==> src/design/mpv_pkg.sv <==
// Shared types, constants and functions for the Merkle proof verifier.
package mpv_pkg;

  localparam int unsigned MAX_LEVELS = 20;
  localparam int unsigned LVL_W = $clog2(MAX_LEVELS + 1);
  localparam int unsigned QUEUE_DEPTH = 2;

  typedef logic [0:7][31:0]  hstate_t;
  typedef logic [0:15][31:0] block_t;

  typedef enum logic [1:0] {
    REQ_DATA = 2'd0,
    REQ_SIBLING = 2'd1,
    REQ_ROOT = 2'd2,
    REQ_UNUSED = 2'd3
  } req_e;

  typedef enum logic [1:0] {
    VERDICT_MATCH = 2'd0,
    VERDICT_MISMATCH = 2'd1,
    VERDICT_SEQ_ERR = 2'd2
  } verdict_e;

  typedef enum logic [1:0] {
    KIND_DATA,
    KIND_SIBLING,
    KIND_ROOT,
    KIND_BAD
  } kind_e;

  typedef enum logic [1:0] {
    PH_IDLE,
    PH_DATA,
    PH_SIBLINGS
  } phase_e;

  typedef enum logic [2:0] {
    B_IDLE,
    B_DATA,
    B_HEX,
    B_PAD80,
    B_PADZ,
    B_LEN,
    B_COMP,
    B_FIN
  } back_state_e;

  typedef struct packed {
    logic [1:0]  req_type;
    logic [19:0] leaf_index;
    logic [63:0] data_word;
    logic [3:0]  data_count;
    logic        data_last;
    logic [63:0] hash_w0;
    logic [63:0] hash_w1;
    logic [63:0] hash_w2;
    logic [63:0] hash_w3;
  } in_item_t;

  typedef struct packed {
    logic [1:0] verdict;
    logic [4:0] levels_done;
  } out_item_t;

  // Item as held in the queue, already classified.
  typedef struct packed {
    kind_e        kind;
    logic [19:0]  leaf_index;
    logic [63:0]  data_word;
    logic [3:0]   count;
    logic         last;
    logic [255:0] hash;
  } q_item_t;

  localparam hstate_t IV = {
    32'h6a09e667, 32'hbb67ae85, 32'h3c6ef372, 32'ha54ff53a,
    32'h510e527f, 32'h9b05688c, 32'h1f83d9ab, 32'h5be0cd19
  };

  localparam logic [31:0] RK [64] = '{
    32'h428a2f98, 32'h71374491, 32'hb5c0fbcf, 32'he9b5dba5,
    32'h3956c25b, 32'h59f111f1, 32'h923f82a4, 32'hab1c5ed5,
    32'hd807aa98, 32'h12835b01, 32'h243185be, 32'h550c7dc3,
    32'h72be5d74, 32'h80deb1fe, 32'h9bdc06a7, 32'hc19bf174,
    32'he49b69c1, 32'hefbe4786, 32'h0fc19dc6, 32'h240ca1cc,
    32'h2de92c6f, 32'h4a7484aa, 32'h5cb0a9dc, 32'h76f988da,
    32'h983e5152, 32'ha831c66d, 32'hb00327c8, 32'hbf597fc7,
    32'hc6e00bf3, 32'hd5a79147, 32'h06ca6351, 32'h14292967,
    32'h27b70a85, 32'h2e1b2138, 32'h4d2c6dfc, 32'h53380d13,
    32'h650a7354, 32'h766a0abb, 32'h81c2c92e, 32'h92722c85,
    32'ha2bfe8a1, 32'ha81a664b, 32'hc24b8b70, 32'hc76c51a3,
    32'hd192e819, 32'hd6990624, 32'hf40e3585, 32'h106aa070,
    32'h19a4c116, 32'h1e376c08, 32'h2748774c, 32'h34b0bcb5,
    32'h391c0cb3, 32'h4ed8aa4a, 32'h5b9cca4f, 32'h682e6ff3,
    32'h748f82ee, 32'h78a5636f, 32'h84c87814, 32'h8cc70208,
    32'h90befffa, 32'ha4506ceb, 32'hbef9a3f7, 32'hc67178f2
  };

  function automatic logic [7:0] hex_char(input logic [3:0] v);
    logic [7:0] r;
    if (v < 4'd10) begin
      r = 8'h30 + {4'd0, v};
    end else begin
      r = 8'h57 + {4'd0, v};
    end
    return r;
  endfunction

endpackage

==> src/design/mpv_front.sv <==
// Input side: classifies items and holds them in a short queue.
module mpv_front (
  input  logic              clk_i,
  input  logic              rst_ni,
  input  logic              in_valid_i,
  output logic              in_ready_o,
  input  mpv_pkg::in_item_t in_i,
  input  logic              pop_i,
  output logic              q_valid_o,
  output mpv_pkg::q_item_t  q_o
);

  localparam int unsigned PTR_W = $clog2(mpv_pkg::QUEUE_DEPTH);
  localparam int unsigned CNT_W = $clog2(mpv_pkg::QUEUE_DEPTH + 1);

  mpv_pkg::q_item_t mem_q [mpv_pkg::QUEUE_DEPTH];
  mpv_pkg::q_item_t item;
  logic [PTR_W-1:0] wr_q, rd_q;
  logic [CNT_W-1:0] cnt_q;
  logic             push, pop;

  always_comb begin
    unique case (in_i.req_type)
      mpv_pkg::REQ_DATA: item.kind = mpv_pkg::KIND_DATA;
      mpv_pkg::REQ_SIBLING: item.kind = mpv_pkg::KIND_SIBLING;
      mpv_pkg::REQ_ROOT: item.kind = mpv_pkg::KIND_ROOT;
      default: item.kind = mpv_pkg::KIND_BAD;
    endcase
    item.leaf_index = in_i.leaf_index;
    item.data_word = in_i.data_word;
    // Counts above eight are taken as a full word.
    item.count = (in_i.data_count > 4'd8) ? 4'd8 : in_i.data_count;
    item.last = in_i.data_last;
    item.hash = {in_i.hash_w0, in_i.hash_w1, in_i.hash_w2, in_i.hash_w3};
  end

  assign in_ready_o = (cnt_q != CNT_W'(mpv_pkg::QUEUE_DEPTH));
  assign q_valid_o = (cnt_q != '0);
  assign q_o = mem_q[rd_q];
  assign push = in_valid_i && in_ready_o;
  assign pop = pop_i && q_valid_o;

  always_ff @(posedge clk_i or negedge rst_ni) begin
    if (!rst_ni) begin
      wr_q <= '0;
      rd_q <= '0;
      cnt_q <= '0;
    end else begin
      if (push) begin
        wr_q <= (wr_q == PTR_W'(mpv_pkg::QUEUE_DEPTH - 1)) ? '0 : wr_q + 1'b1;
      end
      if (pop) begin
        rd_q <= (rd_q == PTR_W'(mpv_pkg::QUEUE_DEPTH - 1)) ? '0 : rd_q + 1'b1;
      end
      cnt_q <= cnt_q + CNT_W'(push) - CNT_W'(pop);
    end
  end

  always_ff @(posedge clk_i) begin
    if (push) begin
      mem_q[wr_q] <= item;
    end
  end

endmodule

==> config.mk <==
export PLATFORM = sky130hd
export DESIGN_NAME = mpv_front
export DESIGN_NICKNAME = d
export VERILOG_FILES = /design/src/design/mpv_pkg.sv /design/src/design/mpv_front.sv
export SDC_FILE = /design/constraint.sdc
export NUM_CORES = 1
export LEC_CHECK = 0
export ABC_CLOCK_PERIOD_IN_PS = 25000
export BUFFER_PORTS_ARGS = -buffer_cell sky130_fd_sc_hd__buf_2
export CAP_MARGIN = 25
export CORE_AREA = 4 4 269 271
export CTS_BUF_LIST = sky130_fd_sc_hd__clkbuf_2 sky130_fd_sc_hd__clkbuf_4 sky130_fd_sc_hd__clkbuf_8
export CTS_CLUSTER_DIAMETER = 200
export DETAILED_ROUTE_END_ITERATION = 10
export DIE_AREA = 0 0 273 275
export PLACE_DENSITY_LB_ADDON = 0.05
export SLEW_MARGIN = 20
export SYNTH_ARGS = -nofsm -noshare
export SYNTH_HDL_FRONTEND = slang
export SYNTH_SLANG_ARGS = --single-unit
==> constraint.sdc <==
create_clock -name clk_i -period 25 [get_ports clk_i]
set_input_delay 1.25 -clock clk_i [delete_from_list [all_inputs] [get_ports clk_i]]
set_output_delay 1.25 -clock clk_i [all_outputs]
set_load 0.01 [all_outputs]
======== After elaboration in Yosys (flattened, before gate mapping) ========
Memories as Yosys holds them, arrays and structs flattened.
Index checks and enable logic that the tools add are counted.
storage, ports and cells
  register bits after elaboration ......... 4
  bits in writable memories ............... 694
  input bits .............................. 351
  output and inout bits ................... 349
  logic and storage cells ................. 22
  memories kept ........................... 1
memories
  name   depth  width  rd ports  clocked after Yosys merged registers in  write ports  RTL line         RTL
  mem_q  2      347    1         0                                        1            mpv_front.sv:16  mpv_pkg::q_item_t mem_q [mpv_pkg::QUEUE_DEPTH];
operators by class
  add/subtract/negate cells ............... 4
  order comparisons ....................... 1
  equality and inequality tests ........... 3
  mux-type cells .......................... 6
  reduce and logical (&&, ||, !) cells .... 4
operators by type and width
  kind                                                              count
  2-bit case mux with 3 select lines                                1
  4-bit greater-than comparator (second input constant)             1
  1-bit 2-to-1 mux                                                  4
  4-bit 2-to-1 mux                                                  1
  1-bit adder (second input constant)                               2
  2-bit by 1-bit adder with 2-bit output                            1
  2-bit by 1-bit == test with 1-bit output (second input constant)  1
  2-bit == test (second input constant)                             1
  1-bit logical AND                                                 2
  2-bit zero test                                                   1
  2-bit != test (second input constant)                             1
  2-bit nonzero test                                                1
  2-bit by 1-bit subtractor with 2-bit output                       1

======== Longest topological paths before layout ========
  depth in word-level cells ............... 4
  mapped depth ............................ 5
  depth with buffers taken out ............ 5

======== Worst setup path before layout ========
OpenSTA, ideal clock, no wires.
  path kind ............................... in2reg
  start ................................... in in_valid_i
  end ..................................... mem mem_q[0][0] in the netlist's numbering (enable)
  library setup time ...................... 1,062 ps
  data arrival time ....................... 15,688 ps
  data required time ...................... 23,938 ps
  path slack .............................. 8,250 ps
  stages on the path ...................... 2
  path buffers ............................ 0
  cells stage by stage .................... nand2_1 -> nor2_1
on the way
  word-level cells in the longest chain between the ends .. 3
RTL lines
  item                                    RTL line         RTL
  start: declaration                      mpv_front.sv:5   input logic in_valid_i,
  1-bit logical AND                       mpv_front.sv:40  assign push = in_valid_i && in_ready_o;
  1-bit 2-to-1 mux                        mpv_front.sv:60  if (push) begin
  1-bit 2-to-1 mux (implied by the code)  mpv_front.sv:61  mem_q[wr_q] <= item;
  end: declaration                        mpv_front.sv:16
Every way passes these cells.

==> out/results.md <==
| Metric | Value |
|:---|:---|
| Most used DFF post-synth | edfxtp_1 |
| Met3 Use GR | 6.65% |
| Core Footprint | 69,800 um2 |
| Non-Filler Cell Area, Final | 33,200 um2 |
| CTS tree | done |
| Syn Std Cell Area | 26,600 um2 |
| Floorplan die height | 275 um |
| Hold/Removal Path Class | input pin to asynchronous set/reset pin |
| Static Leakage | 13.2 nW |
| Portion of the post-synthesis area used by sequential elements | 78.7% |
| Wire length of the first global-routing pass | 97,800 um |
| Number of flops mapped to enable cells by yosys | 694 |
| Share of final-layout standard cells stronger than drive strength 1 | 62.3% |
| Setup TNS after final layout | 0 ns |
| Critical path data required time | 23.75 ns |
| Proportion of register bits with asynchronous set or reset after synthesis | 0.573% |
| Tightest Pin Transition | 1.10 ns |
| Clock latency of the later-clocked register in the worst-skew pair | 0.70 ns |
| Dpl cell area | 31,000 um2 |
| Count of cells resized by post-cts repair | 0 |
| Number of max-capacitance violations reported | 0 |
| DR DRC count | 0 |
| Count of distinct cell types in the synthesized netlist | 22 |
| Synth warn | 0 |
| Vias in the first global route | 14,400 |
| GP Congestion | 0.800 |
| Final Non-Filler Cells | 2,947 |
| Total half-perimeter wirelength after legalization and detailed placement | 49,700 um |
| Synth top area share | 78.3% |
| Pin count of the biggest net entering global routing | 164 |
| Clk sinks | 698 |
| Detailed Routing Iterations Pass 1 | 5 |
| Count of state elements after synthesis | 698 |
| Routing usage on met2 | 31.2% |
| Initial antenna violation count | 44 |
| Num CTS Buffers | 116 |
| Max-slew violation count | 0 |
| Leading post-synthesis cells by cell area | edfxtp_1 (78%), mux2_4 (17%), mux2_2 (1.9%) |
| WL final | 70,700 um |
| Setup Fix Bufs, Post-CTS | 0 |
| Post-CTS clock slew at the launch and capture registers of the worst setup and hold paths | 0.05 ns |
| Root Buffer | clkbuf_8 |
| Tcrit/Tclk final | 25.9% |
| Max-Slew Margin vs Limit | 26.7% |
| Io pins | 700 |
| Post-synthesis cell type with the largest combined area | edfxtp_1 |
| Die width | 273 um |
| Final clock skew | 0.0264 ns |
| Number of DRC markers after the initial detailed-route iteration | 907 |
| Status | finished clean |
| Worst Setup Path Type | flip-flop to primary output |
| Final setup viols | 0 |
| Startpoint type of the worst setup path | flip-flop |
| Number of nets in the layout | 2,250 |
| Vias | 13,700 |
| Most frequent cell after synthesis | edfxtp_1 |
| Most utilized layer in the global route result | met2 |
| Min Tclk post-route | 6.49 ns |
| I/O Buffers | 699 |
| H-tree depth | 3 |
| Hold buffers post-CTS | 0 |
| Multi-input combinational cell area | 5190 um2 |
| Peak VDD IR | 0.0000901 V |
| RSZ-0062 raised after global routing | false |
| Capturing element type of the critical path | primary output |
| Starting Density | 38.1% |
| Total die area | 75,100 um2 |
| Fill cells | 6,101 |
| Routed length per instance | 24.0 um |
| Storage cell area | 20,900 um2 |
| Total gr overflow | 0 |
| Arrival time at the worst endpoint | 5.24 ns |
| Power per unit of standard cell area | 119 nW/um2 |
| Worst-path fanout max | 66 |
| Avg Cell Area, Syn | 24.0 um2 |
| Top cells by count, synth | edfxtp_1 (694), mux2_4 (301), mux2_2 (46), buf_6 (24), buf_8 (11) |
| Total count of hold-check failures in the final report | 0 |
| Via-per-instance ratio | 4.63 |
| Total global-route track usage | 18.0% |
| Growth of design area from synthesis to finish | 24.8% |
| ANT nets after route | 0 |
| Number of buffers on the longest clock path | 3 |
| Global routing met1 resource utilization | 20.0% |
| Floorplan row count | 97 |
| Highest attainable clock frequency | 154 MHz |
| # placed instances | 2,719 |
| Net Count, Synth | 1,460 |
| Syn Inst Count | 1,108 |
worst paths after layout:
path                               startpoint                endpoint  slack [ns]  cells past startpoint
setup / recovery             rd_q$_DFFE_PN0P_                q_o[323]       18.51                      5
hold / removal                         rst_ni        rd_q$_DFFE_PN0P_        0.37                      1
setup reg to reg           cnt_q[0]$_DFF_PN0_  mem_q[0][75]$_DFFE_PP_       20.88                      6
hold reg to reg              wr_q$_DFFE_PN0P_        wr_q$_DFFE_PN0P_        0.57                      1
max in group asynchronous              rst_ni        rd_q$_DFFE_PN0P_       24.49                      1
min in group clk_i           wr_q$_DFFE_PN0P_        wr_q$_DFFE_PN0P_        0.57                      1
metal layers:
layer | vias to the layer above | routed length (um)
met2 | 571 | 36500
met3 | 181 | 6100
met1 | 6824 | 25300
met5 | - | 236
met4 | 36 | 2590
li1 | 6046 | -
power by group:
part / leakage [nW] / switching, mW / total [mW] / internal [mW]
Combinational: 5.55 / 0.681 / 1.30 / 0.623
Clock: 1.15 / 0.443 / 0.941 / 0.499
Sequential: 6.51 / 0.0920 / 1.69 / 1.60
cells in the final DEF, fill, tap and decap left out, drive strengths merged, types with 2 or more instances in the layout:
cell type and n:
clkinv 47, diode 17, clkinvlp 2, mux2 347, buf 714, nor2 3, inv 2, nor2b 4
dfrtp 4, clkbuf 159, edfxtp 694, xnor2 3, nand2 2
layout make-up:
cell class | count | share of cell area, %
diodes | 17 | 0.128
flip-flops and latches | 698 | 63.1
well taps | 940 | 3.54
clock buffers | 159 | 5.82
clock inverters | 51 | 0.742
multi-input cells | 368 | 15.6
repair buffers | 714 | 11.1
registers in the layout (all words and copies together), names as in the netlist:
signal,cells
mem_q,694
wr_q,1
cnt_q,2
rd_q,1
cell families after synthesis:
kind of cell	after synthesis	share of synthesized area, %
flops	698	78.7
buf+inv	42	1.87
compound gates	4	0.118
mux	347	18.9
simple gates	13	0.254
fa+ha+maj	1	0.0470
xor+xnor	3	0.0988
critical path, stage by stage (launching register included):
cell and delay [ns]:
dfrtp_4 1.06, buf_4 0.89, buf_4 0.92, buf_4 0.90, mux2_2 0.42, buf_2 0.14
per-stage QoR:
stage | worst slack, ns | power [mW] | util (%) | hold slack [ns]
6_report | 18.51 | 3.94 | 47.6 | 0.373
2_1_floorplan | 8.25 | 2.71 | - | 0.460
3_3_place_gp | 19.22 | 3.04 | 44.3 | 0.539
5_1_grt | 18.18 | 4.13 | 47.6 | 0.301
3_5_place_dp | 19.15 | 3.05 | 44.4 | 0.567
4_1_cts | 18.36 | 4.01 | 47.5 | 0.293
Note: power is estimated with default switching activity, not from simulation.
